===== config.mk =====
export PLATFORM = sky130hd
export DESIGN_NAME = wall_follow_turn_controller
export DESIGN_NICKNAME = d
export VERILOG_FILES = /design/src/rtl/wftc_pkg.sv /design/src/rtl/wftc_csr.sv /design/src/rtl/wftc_step.sv /design/src/rtl/wall_follow_turn_controller.sv
export SDC_FILE = /design/constraint.sdc
export NUM_CORES = 1
export LEC_CHECK = 0
export BUFFER_PORTS_ARGS = -buffer_cell sky130_fd_sc_hd__buf_2
export CAP_MARGIN = 40
export CORE_MARGIN = 2
export CORE_UTILIZATION = 55
export DETAILED_ROUTE_END_ITERATION = 12
export PLACE_DENSITY = 0.8
export SLEW_MARGIN = 10
export SYNTH_ARGS = -nofsm -noshare
export SYNTH_HDL_FRONTEND = slang
export SYNTH_SLANG_ARGS = --single-unit

===== constraint.sdc =====
create_clock -name clock -period 7.3 [get_ports clock]
set_input_delay 0.365 -clock clock [delete_from_list [all_inputs] [get_ports clock]]
set_output_delay 0.365 -clock clock [all_outputs]
set_load 0.1 [all_outputs]

===== src/rtl/wftc_pkg.sv =====
// ----------------------------------------------------------------------------
// Wall-follow turn controller package
// Shared types and constants for the turn controller modules.
// ----------------------------------------------------------------------------
package wftc_pkg;

   localparam int DistWidth  = 12;
   localparam int TickWidth  = 8;
   localparam int StrkWidth  = 4;
   localparam int BiasWidth  = 6;
   localparam int CsrIdxWidth = 3;
   localparam int CsrDataWidth = 12;

   // Register indexes on the configuration port.
   localparam logic [CsrIdxWidth-1:0] CSR_WALL_NEAR     = 3'd0;
   localparam logic [CsrIdxWidth-1:0] CSR_FRONT_STOP    = 3'd1;
   localparam logic [CsrIdxWidth-1:0] CSR_BRAKE_TICKS   = 3'd2;
   localparam logic [CsrIdxWidth-1:0] CSR_PIVOT_LIMIT   = 3'd3;
   localparam logic [CsrIdxWidth-1:0] CSR_FRONT_CLEAR   = 3'd4;
   localparam logic [CsrIdxWidth-1:0] CSR_CENTER_TOL    = 3'd5;
   localparam logic [CsrIdxWidth-1:0] CSR_STREAK_NEEDED = 3'd6;
   localparam logic [CsrIdxWidth-1:0] CSR_SIDE_BIAS     = 3'd7;

   // Speed and trim command codes.
   localparam logic [1:0] SPEED_NONE = 2'd0;
   localparam logic [1:0] SPEED_SLOW = 2'd1;
   localparam logic [1:0] SPEED_FAST = 2'd2;
   localparam logic [1:0] TRIM_NONE  = 2'd0;
   localparam logic [1:0] TRIM_UP    = 2'd1;
   localparam logic [1:0] TRIM_DOWN  = 2'd2;

   // Mode codes as they appear on the result port.
   localparam logic [2:0] CODE_STRAIGHT = 3'd0;
   localparam logic [2:0] CODE_BRAKE_R  = 3'd1;
   localparam logic [2:0] CODE_BRAKE_L  = 3'd2;
   localparam logic [2:0] CODE_PIVOT_R  = 3'd3;
   localparam logic [2:0] CODE_PIVOT_L  = 3'd4;

   // Steering dead band on right minus left.
   localparam logic signed [DistWidth:0] STEER_DEAD = 13'sd2;

   typedef enum logic [4:0] {
      MODE_STRAIGHT = 5'b00001,
      MODE_BRAKE_R  = 5'b00010,
      MODE_BRAKE_L  = 5'b00100,
      MODE_PIVOT_R  = 5'b01000,
      MODE_PIVOT_L  = 5'b10000
   } mode_type;

   typedef struct packed {
      logic [DistWidth-1:0]        near_level;
      logic [DistWidth-1:0]        stop_level;
      logic [TickWidth-1:0]        brake_ticks;
      logic [TickWidth-1:0]        pivot_limit_ticks;
      logic [DistWidth-1:0]        clear_level;
      logic [TickWidth-1:0]        center_tolerance_cm;
      logic [StrkWidth-1:0]        center_streak_needed;
      logic signed [BiasWidth-1:0] side_bias_cm;
   } cfg_type;

   typedef struct packed {
      logic [DistWidth-1:0] left_dist;
      logic [DistWidth-1:0] right_dist;
      logic [DistWidth-1:0] front_dist;
   } item_type;

   typedef struct packed {
      mode_type             mode;
      logic [TickWidth-1:0] tick_count;
      logic [StrkWidth-1:0] centered_streak;
      logic                 left_reverse;
      logic                 right_reverse;
   } state_type;

   typedef struct packed {
      logic [1:0] speed_cmd;
      logic [1:0] left_trim;
      logic [1:0] right_trim;
      logic       left_reverse;
      logic       right_reverse;
      logic [2:0] mode_out;
   } result_type;

   function automatic logic [2:0] mode_code(input mode_type m);
      logic [2:0] code;
      unique case (m)
         MODE_BRAKE_R: code = CODE_BRAKE_R;
         MODE_BRAKE_L: code = CODE_BRAKE_L;
         MODE_PIVOT_R: code = CODE_PIVOT_R;
         MODE_PIVOT_L: code = CODE_PIVOT_L;
         default:      code = CODE_STRAIGHT;
      endcase
      return code;
   endfunction

endpackage


===== src/rtl/wftc_csr.sv =====
// ----------------------------------------------------------------------------
// Wall-follow turn controller configuration registers
// Holds the eight tuning registers, written through a plain write port.
// ----------------------------------------------------------------------------
module wftc_csr
   import wftc_pkg::*;
(
   input  logic                    clock,
   input  logic                    reset,
   input  logic                    csr_wen,
   input  logic [CsrIdxWidth-1:0]  csr_index,
   input  logic [CsrDataWidth-1:0] csr_wdata,
   output cfg_type                 cfg
);

   cfg_type cfg_ff;
   cfg_type cfg_in;

   always_comb begin
      cfg_in = cfg_ff;
      if (csr_wen) begin
         unique case (csr_index)
            CSR_WALL_NEAR:     cfg_in.near_level           = csr_wdata;
            CSR_FRONT_STOP:    cfg_in.stop_level           = csr_wdata;
            CSR_BRAKE_TICKS:   cfg_in.brake_ticks          = csr_wdata[TickWidth-1:0];
            CSR_PIVOT_LIMIT:   cfg_in.pivot_limit_ticks    = csr_wdata[TickWidth-1:0];
            CSR_FRONT_CLEAR:   cfg_in.clear_level          = csr_wdata;
            CSR_CENTER_TOL:    cfg_in.center_tolerance_cm  = csr_wdata[TickWidth-1:0];
            CSR_STREAK_NEEDED: cfg_in.center_streak_needed = csr_wdata[StrkWidth-1:0];
            CSR_SIDE_BIAS:     cfg_in.side_bias_cm = $signed(csr_wdata[BiasWidth-1:0]);
            default:           cfg_in = cfg_ff;
         endcase
      end
   end

   always_ff @(posedge clock) begin
      if (reset) begin
         cfg_ff.near_level           <= 12'd65;
         cfg_ff.stop_level           <= 12'd50;
         cfg_ff.brake_ticks          <= 8'd12;
         cfg_ff.pivot_limit_ticks    <= 8'd29;
         cfg_ff.clear_level          <= 12'd50;
         cfg_ff.center_tolerance_cm  <= 8'd10;
         cfg_ff.center_streak_needed <= 4'd3;
         cfg_ff.side_bias_cm         <= 6'sd0;
      end else begin
         cfg_ff <= cfg_in;
      end
   end

   assign cfg = cfg_ff;

endmodule


===== src/rtl/wftc_step.sv =====
// ----------------------------------------------------------------------------
// Wall-follow turn controller step logic
// Computes the result and the next controller state for one tick.
// ----------------------------------------------------------------------------
module wftc_step
   import wftc_pkg::*;
(
   input  cfg_type    cfg,
   input  state_type  state,
   input  item_type   item,
   output state_type  state_next,
   output result_type result
);

   logic [TickWidth:0]          tick_inc;
   logic [StrkWidth-1:0]        streak_inc;
   logic [StrkWidth-1:0]        streak_new;
   logic signed [DistWidth+1:0] side_diff;
   logic signed [DistWidth+1:0] tol_s;
   logic signed [DistWidth:0]   steer_err;
   logic                        centred;
   logic                        clear;
   logic                        near_any;
   logic                        near_front;

   assign tick_inc   = {1'b0, state.tick_count} + 9'd1;
   assign streak_inc = (state.centered_streak == '1) ? state.centered_streak
                                                      : state.centered_streak + 4'd1;
   assign side_diff  = $signed({2'b00, item.left_dist}) - $signed({2'b00, item.right_dist})
                       - {{(DistWidth+2-BiasWidth){cfg.side_bias_cm[BiasWidth-1]}},
                          cfg.side_bias_cm};
   assign tol_s      = $signed({6'd0, cfg.center_tolerance_cm});
   assign centred    = (side_diff >= -tol_s) && (side_diff <= tol_s);
   assign clear      = item.front_dist >= cfg.clear_level;
   assign streak_new = (centred && clear) ? streak_inc : '0;
   assign steer_err  = $signed({1'b0, item.right_dist}) - $signed({1'b0, item.left_dist});
   assign near_front = item.front_dist <= cfg.near_level;
   assign near_any   = near_front || (item.left_dist <= cfg.near_level)
                       || (item.right_dist <= cfg.near_level);

   always_comb begin
      state_next        = state;
      result.speed_cmd  = SPEED_NONE;
      result.left_trim  = TRIM_NONE;
      result.right_trim = TRIM_NONE;
      unique case (state.mode)
         MODE_BRAKE_R, MODE_BRAKE_L: begin
            result.left_trim      = TRIM_DOWN;
            result.right_trim     = TRIM_DOWN;
            state_next.tick_count = tick_inc[TickWidth-1:0];
            if (tick_inc >= {1'b0, cfg.brake_ticks}) begin
               state_next.tick_count = '0;
               if (state.mode == MODE_BRAKE_R) begin
                  state_next.mode          = MODE_PIVOT_R;
                  state_next.right_reverse = 1'b1;
                  state_next.left_reverse  = 1'b0;
               end else begin
                  state_next.mode          = MODE_PIVOT_L;
                  state_next.right_reverse = 1'b0;
                  state_next.left_reverse  = 1'b1;
               end
            end
         end
         MODE_PIVOT_R, MODE_PIVOT_L: begin
            result.speed_cmd           = near_front ? SPEED_SLOW : SPEED_FAST;
            state_next.centered_streak = streak_new;
            // A full streak ends the pivot before the timeout counter moves.
            if (streak_new >= cfg.center_streak_needed ||
                tick_inc >= {1'b0, cfg.pivot_limit_ticks}) begin
               state_next.mode            = MODE_STRAIGHT;
               state_next.tick_count      = '0;
               state_next.centered_streak = '0;
               state_next.left_reverse    = 1'b0;
               state_next.right_reverse   = 1'b0;
            end else begin
               state_next.tick_count = tick_inc[TickWidth-1:0];
            end
         end
         default: begin
            state_next.mode          = MODE_STRAIGHT;
            state_next.left_reverse  = 1'b0;
            state_next.right_reverse = 1'b0;
            result.speed_cmd         = near_any ? SPEED_SLOW : SPEED_FAST;
            if (steer_err > STEER_DEAD) begin
               result.left_trim  = TRIM_UP;
               result.right_trim = TRIM_DOWN;
            end else if (steer_err < -STEER_DEAD) begin
               result.left_trim  = TRIM_DOWN;
               result.right_trim = TRIM_UP;
            end
            if (item.front_dist <= cfg.stop_level) begin
               state_next.tick_count = '0;
               state_next.mode = (item.right_dist >= item.left_dist) ? MODE_BRAKE_R
                                                                     : MODE_BRAKE_L;
            end
         end
      endcase
      result.left_reverse  = state_next.left_reverse;
      result.right_reverse = state_next.right_reverse;
      result.mode_out      = mode_code(state_next.mode);
   end

endmodule


===== src/rtl/wall_follow_turn_controller.sv =====
// ----------------------------------------------------------------------------
// Wall-follow turn controller
// Per-tick steering, braking and pivot control from three distance sensors.
// ----------------------------------------------------------------------------
// Usage: each word on the req_ channel is one control tick with the left,
// right and front distances. For each tick the block returns exactly one
// word on the rsp_ channel with the speed command, both wheel trims, the
// wheel directions and the mode after the tick.
// The tick is first captured in an input register; the step logic then runs
// on it, and the result is captured in the output register as soon as that
// register is free or drains, and is offered on rsp_ until it is taken.
// Throughput is one tick per cycle while the receiver does not stall: the
// controller state is updated at the same edge that loads the output
// register, so the following tick already sees it.
// When the receiver stalls, the output register holds its word and the
// input register may still take one more tick; after that req_stall rises.
// Reset clears the mode to straight, the counters and the wheel directions,
// empties both registers and restores the default tuning registers.
// The user must write tuning registers through csr_ only while no tick is in flight; the block does not enforce this.
// ----------------------------------------------------------------------------
module wall_follow_turn_controller
   import wftc_pkg::*;
(
   input  logic                    clock,
   input  logic                    reset,
   input  logic                    csr_wen,
   input  logic [CsrIdxWidth-1:0]  csr_index,
   input  logic [CsrDataWidth-1:0] csr_wdata,
   input  logic                    req_valid,
   output logic                    req_stall,
   input  logic [DistWidth-1:0]    req_left_dist,
   input  logic [DistWidth-1:0]    req_right_dist,
   input  logic [DistWidth-1:0]    req_front_dist,
   output logic                    rsp_valid,
   input  logic                    rsp_stall,
   output logic [1:0]              rsp_speed_cmd,
   output logic [1:0]              rsp_left_trim,
   output logic [1:0]              rsp_right_trim,
   output logic                    rsp_left_reverse,
   output logic                    rsp_right_reverse,
   output logic [2:0]              rsp_mode_out
);

   cfg_type    cfg;
   logic       in_valid_ff;
   item_type   in_item_ff;
   state_type  state_ff;
   state_type  state_in;
   logic       rsp_valid_ff;
   result_type rsp_ff;
   result_type rsp_in;
   logic       step_go;
   logic       req_take;

   wftc_csr u_csr (
      .clock     (clock),
      .reset     (reset),
      .csr_wen   (csr_wen),
      .csr_index (csr_index),
      .csr_wdata (csr_wdata),
      .cfg       (cfg)
   );

   wftc_step u_step (
      .cfg        (cfg),
      .state      (state_ff),
      .item       (in_item_ff),
      .state_next (state_in),
      .result     (rsp_in)
   );

   // The held tick moves on whenever the output register is free or drains.
   assign step_go   = in_valid_ff && (!rsp_valid_ff || !rsp_stall);
   assign req_stall = in_valid_ff && !step_go;
   assign req_take  = req_valid && !req_stall;

   always_ff @(posedge clock) begin
      if (reset) begin
         in_valid_ff  <= 1'b0;
         rsp_valid_ff <= 1'b0;
         state_ff     <= '{mode: MODE_STRAIGHT, tick_count: '0, centered_streak: '0,
                           left_reverse: 1'b0, right_reverse: 1'b0};
      end else begin
         if (req_take) begin
            in_valid_ff <= 1'b1;
         end else if (step_go) begin
            in_valid_ff <= 1'b0;
         end
         if (step_go) begin
            rsp_valid_ff <= 1'b1;
            state_ff     <= state_in;
         end else if (!rsp_stall) begin
            rsp_valid_ff <= 1'b0;
         end
      end
   end

   // Payload registers carry no reset.
   always_ff @(posedge clock) begin
      if (req_take) begin
         in_item_ff <= '{left_dist: req_left_dist, right_dist: req_right_dist,
                         front_dist: req_front_dist};
      end
      if (step_go) begin
         rsp_ff <= rsp_in;
      end
   end

   assign rsp_valid         = rsp_valid_ff;
   assign rsp_speed_cmd     = rsp_ff.speed_cmd;
   assign rsp_left_trim     = rsp_ff.left_trim;
   assign rsp_right_trim    = rsp_ff.right_trim;
   assign rsp_left_reverse  = rsp_ff.left_reverse;
   assign rsp_right_reverse = rsp_ff.right_reverse;
   assign rsp_mode_out      = rsp_ff.mode_out;

endmodule


Word level (Yosys, flattened, before mapping)

Index checks and enable logic that the tools add are counted.

Bits in registers: 138
Bits of input ports: 56

Add/subtract/negate cells: 6
Order comparisons: 13
Equality and inequality tests: 17
Mux-type cells: 24
Reductions and logical operators: 28

Operator list:

| kind                | number |
|---|---|
| $le 12x12->1        | 4 |
| $mux 13             | 2 |
| $pmux 13 s2         | 1 |
| $sub 12x12->13      | 2 |
| $ge 12x12->1        | 2 |
| $reduce_and 2->1    | 10 |
| $ge 9x8->1          | 2 |
| $mux 4              | 4 |
| $ge 14x14->1        | 1 |
| $le 14x9->1         | 1 |
| $neg 8->14          | 1 |
| $sub 14x14->14      | 1 |
| $gt 13x3->1 const B | 1 |
| $lt 13x2->1 const B | 1 |
| $eq 3x3->1 const B  | 4 |
| $pmux 3 s4          | 1 |
| $eq 5x2->1 const B  | 2 |
| $eq 5x3->1 const B  | 2 |
| $eq 5x4->1 const B  | 2 |
| $eq 5x5->1 const B  | 2 |
| $mux 5              | 2 |
| $add 8x1->9 const B | 1 |
| $mux 2              | 4 |
| $mux 8              | 1 |
| other kinds (18)    | 34 |

Depth between registers and ports, before layout

Depth in word-level cells: 12
Depth in mapped cells: 37
Gate-level depth less buffers: 36

Cells and area by module

From an unflattened synthesis, not the netlist that was laid out.

Cells, all modules: 1078
Area total of the unflattened synthesis: 10122.2 um^2

Modules (own cells, without submodules):

| module                      | times used | cells an instance | area each (um^2) | seq. area each (um^2) |
|---|---|---|---|---|
| wftc_step                   | 1          | 676               | 4949.7           | 0.0 |
| wftc_csr                    | 1          | 263               | 2824.0           | 1401.3 |
| wall_follow_turn_controller | 1          | 139               | 2348.5           | 1831.8 |

Worst setup path before layout

No wires, ideal clock.

Path kind: flip-flop to flip-flop
From: reg in_item_ff[24] (netlist bit)
To: reg state_ff[11] (netlist bit)
Library setup time: 91 ps
Arrival: 6308 ps
Data required time: 7209 ps
Slack: 901 ps
Cell stages (with the launch flop): 34
Buffers on the path: 1
Period minus slack after synthesis: 6399 ps
Cell sequence: edfxtp_1 > inv_1 > ha_1 > inv_1 > fa_1 > a21o_1 > a21oi_1 > o21bai_1 > a21oi_1 > xnor2_1 > ha_1 > a21o_1 > or3_1 > o21ai_1 > xnor2_1 > ha_1 > and2_1 > o22a_1 > a211oi_2 > or4b_4 > nand2_1 > nand3b_1 > o21bai_1 > ha_1 > nand2b_1 > a21oi_1 > nor2b_1 > o21ai_0 > o211a_2 > nand2_2 > a21oi_2 > buf_4 > o21ai_1 > a311oi_1

Word-level cells in the longest chain between the ends: 10
Elaborated cells on any way between the ends: 11
Classes of those cells: add/sub (2); order compare (3); mux (3); reduce/logical (3)

RTL lines:

| what                                               | line                               | RTL |
|---|---|---|
| start: declaration                                 | wall_follow_turn_controller.sv:46  | `item_type in_item_ff;` |
| start signal: assignment                           | wall_follow_turn_controller.sv:101 | `in_item_ff <= '{left_dist: req_left_dist, right_dist: req_right_dist,` |
| $sub 12x12->13 *                                   | wftc_step.sv:29                    | `assign side_diff = $signed({2'b00, item.left_dist}) - $signed({2'b00, item.right_dist})` |
| $sub 14x14->14 *                                   | wftc_step.sv:30                    | `- {{(DistWidth+2-BiasWidth){cfg.side_bias_cm[BiasWidth-1]}},` |
| $ge 14x14->1 / $le 14x9->1 (equally long branches) | wftc_step.sv:33                    | `assign centred = (side_diff >= -tol_s) && (side_diff <= tol_s);` |
| $logic_and 1x1->1 *                                | wftc_step.sv:33                    |  |
| $logic_and 1x1->1 *                                | wftc_step.sv:35                    | `assign streak_new = (centred && clear) ? streak_inc : '0;` |
| $mux 4 *                                           | wftc_step.sv:35                    |  |
| $ge 4x4->1 *                                       | wftc_step.sv:68                    | `if (streak_new >= cfg.center_streak_needed \|\|` |
| $logic_or 1x1->1 *                                 | wftc_step.sv:68                    |  |
| $mux 8 *                                           | wftc_step.sv:68                    |  |
| $pmux 13 s2 *                                      | wftc_step.sv:46                    | `unique case (state.mode)` |
| end signal: assignment                             | wall_follow_turn_controller.sv:81  | `state_ff <= '{mode: MODE_STRAIGHT, tick_count: '0, centered_streak: '0,` |
| end signal: assignment                             | wall_follow_turn_controller.sv:91  | `state_ff <= state_in;` |
| end: declaration                                   | wall_follow_turn_controller.sv:47  | `state_type state_ff;` |

Every way passes the cells marked *; elsewhere a longest branch is shown, timed or not.
A chain may end at the register's enable or synchronous reset.

Worst setup path after layout

From: reg in_item_ff[24] (netlist bit)
To: reg state_ff[9] (netlist bit)

Same word-level chain as after synthesis.

==> results.md <==
- Final setup violation count: 0
- Sequential cell area: 3230 µm²
- Setup Crit Path Kind: reg2reg
- Library cells used by synthesis: 77
- Synth async-reset ratio: 0
- WL met3: 1370 µm
- Share of the yosys chip area belonging to registers: 0.335
- Synthesized-area fraction occupied by and/or/nand/nor cells: 0.192
- Gate Count Post-Synth: 1124
- DR WL/cell: 16.4 µm
- Synth Area in Adders: 0.187
- Number of detailed-route iterations in the first pass: 6
- Normalized max-slew margin: 0.402
- Tightest Hold Check Type: in2reg
- Main combinational cell family by area after synthesis: simple AND/OR/NAND/NOR gates
- Core area: 17200 µm²
- Clock-pin slew on the worst setup and hold paths: 0.06 ns
- Least setup slack across all paths after layout: 0.416 ns
- Number of max-cap violations: 0
- Number of buffers on the longest clock path: 2
- Kind of end point of the critical path: register
- Top area cells in the synthesized netlist: sky130_fd_sc_hd__dfxtp_1 19%, sky130_fd_sc_hd__ha_1 18%, sky130_fd_sc_hd__edfxtp_1 15%
- Place WS: 0.188 ns
- PortBufs: 68
- Top sig layer: met4
- Final core utilization: 0.629
- Result of the run: finished clean
- Hold Slack: 0.110 ns
- First-pass GRT wire length: 37900 µm
- Final clock period utilization by the worst path: 0.943
- Ports placed on the boundary: 69
- Total length of routed met2 wires: 11200 µm
- Vias in the first global route: 7911
- Number of vias after detailed routing: 8257
- Number of clock buffers inserted by TritonCTS: 17
- Fin Clk Skew: 0.00911 ns
- Die boundary height: 136 µm
- H-tree level count: 4
- Final worst path period need: 6.88 ns
- Pins over their slew limit: 0
- Final RePlAce weighted congestion: 0.949
- Mux cell area share after synthesis: 0.0105
- Number of warning messages in the yosys log: 0
- Cell accounting for the most synthesized area: sky130_fd_sc_hd__dfxtp_1
- Count leader, synth: sky130_fd_sc_hd__nand2_1
- Max Fanout on Critical Path: 7
- Worst Setup Start Kind: register
- Commonest register cell after synthesis: sky130_fd_sc_hd__dfxtp_1
- Area share of the largest cell type after synthesis: 0.189
- Number of failing hold endpoints at the final stage: 0
- Pwr/cell area: 210 nW/µm²
- Peak clock frequency supported by timing: 145 MHz
- Post-Route M1 WL: 10200 µm
- Worst-margin pin slew: 0.892 ns
- Xor and xnor fraction of the mapped netlist area: 0.0327
- Final routed DRC violation total: 0
- Gr ovfl total: 0
- Synth Area per Inst: 8.57 µm²
- Initial core utilization: 0.559
- DRC violation total after the first TritonRoute iteration: 383
- Most used cell along the critical path: sky130_fd_sc_hd__ha_1
- CTS tree: done
- Filler Cell Count: 1396
- Post-DRT Antenna Nets: 0
- Endpoint arrival time on the critical path: 7.22 ns
- Clk root buf: sky130_fd_sc_hd__clkbuf_16
- Combined global-route utilization of all metal layers: 0.263
- Aggregate negative setup slack: 0 ns
- Mapped cell area: 9640 µm²
- Detailed Route WL: 23500 µm
- Die extent in x: 136 µm
- Half-perimeter wire length after placement: 17800 µm
- Clock tree sinks: 138
- Hold Buf Count CTS: 0
- Leakage power figure: 4.70 nW
- Die area: 18600 µm²
- Worst VDD drop: 0.190 mV
- Average vias per placed instance: 5.77
- Delay contributed by the slowest stage of the critical path: 0.50 ns
- Maximum number of pins on one net before global-route repair: 71
- Compound-Gate Fraction of Synth Area: 0.185
- Most numerous cell types in the synthesized netlist: 145 x sky130_fd_sc_hd__nand2_1, 139 x sky130_fd_sc_hd__ha_1, 114 x sky130_fd_sc_hd__inv_1, 103 x sky130_fd_sc_hd__a21oi_1, 91 x sky130_fd_sc_hd__dfxtp_1
- Area taken by multi-input logic gates: 5900 µm²
- Fraction of layout cells with a size suffix above 1: 0.120
- Skew-Pair Late Insertion Delay: 0.43 ns
- Synth Net Count: 1322
- Initial antenna violation count: 1
- Placement Rows: 48
- # nets final: 1389
- Critical-path cell with the highest stage delay: sky130_fd_sc_hd__or4b_4
- Post-synth EDFFs: 47
- Synth-to-layout area growth: 12.5%
- Flip-flop and latch count after synthesis: 138
- Endpoint required time on the critical path: 7.63 ns
==> power breakdown <==
group	switching [mW]	leakage (nW)	internal (mW)	total (mW)
registers	0.0235	1.19	0.825	0.849
logic	0.364	3.24	0.247	0.611
clock network	0.349	0.270	0.471	0.820
total	0.737	4.70	1.54	2.28
==> sequential cells by signal, summed over array words and instances (netlist names), 2 cells and up <==
| name | flops |
|---|---|
| u_csr.cfg | 70 |
| in_item_ff | 36 |
| state_ff | 19 |
| rsp_mode_out | 3 |
| rsp_left_trim | 2 |
| rsp_right_trim | 2 |
| rsp_speed_cmd | 2 |
==> repair_timing <==
| item | CTS | global route |
|---|---|---|
| gates resized for setup | 0 | 8 |
| setup endpoints to repair | 0 | 17 |
| setup buffers | 0 | 2 |
==> final timing paths <==
path	from	end	slack [ns]	depth (start not counted)
min reg2reg	u_csr.cfg[42]$_SDFFE_PP0P_	u_csr.cfg[42]$_SDFFE_PP0P_	0.45	2
max	in_item_ff[24]$_DFFE_PP_	state_ff[9]$_SDFFE_PP0P_	0.42	32
max reg2reg	in_item_ff[24]$_DFFE_PP_	state_ff[9]$_SDFFE_PP0P_	0.42	32
min	req_right_dist[8]	in_item_ff[20]$_DFFE_PP_	0.11	1
==> cells in the final DEF (no fill, tap or decap), drive strengths merged, types with 22 or more instances in the layout <==
| master | synthesis | routed |
|---|---|---|
| nor2b | 22 | 22 |
| buf | 2 | 77 |
| a21oi | 107 | 108 |
| nor2 | 82 | 82 |
| edfxtp | 47 | 47 |
| nand2 | 146 | 146 |
| dfxtp | 91 | 91 |
| inv | 114 | 117 |
| a21o | 28 | 28 |
| ha | 139 | 139 |
| o21ai | 36 | 36 |
| xnor2 | 25 | 25 |
| nand2b | 22 | 22 |
==> area by class of cell <==
cell class                      count  share of cell area
Antenna cell                        1            0.000231
Timing Repair Buffer               78              0.0411
Multi-Input combinational cell    842               0.544
Tap cell                          225              0.0260
Clock buffer                       19              0.0399
Sequential cell                   138               0.298
Clock inverter                     13              0.0112
Inverter                          114              0.0395
==> worst max-delay path: cells and delay by family, from the launching register on <==
kind	cells	cell delay, ns
adder cells (fa/ha/maj)	5	1.43
flip-flops	1	0.39
AO/OA/AOI/OAI	15	2.88
AND/OR/NAND/NOR	8	1.59
XOR/XNOR	2	0.31
buffers and inverters	2	0.16
==> cells by family (layout without fill, tap and decap cells) <==
logic type / Yosys count / after routing
simple gates: 384 / 384
fa+ha+maj: 142 / 142
xor+xnor: 36 / 36
buf+inv: 145 / 224
mux: 10 / 10
flops: 138 / 138
other cells: 0 / 1
compound gates: 269 / 270
==> metal layers <==
metal | up-vias | track usage
met5 | - | 0
met4 | 0 | 0.106
met3 | 54 | 0.0518
met2 | 251 | 0.437
met1 | 3840 | 0.335
li1 | 4112 | -
==> per-stage QoR <==
| step | power, mW | area [µm²] | std cells |
|---|---|---|---|
| after CTS | 2.27 | 10800 | 1425 |
| after floorplan | 1.32 | 9640 | 1124 |
| final | 2.28 | 10800 | 1430 |
| after global placement | 1.44 | 10200 | 1390 |
| after detailed placement | 1.46 | 10200 | 1393 |
| after global routing | 2.40 | 10800 | 1430 |
No activity file was read; power rests on OpenSTA's default activity.
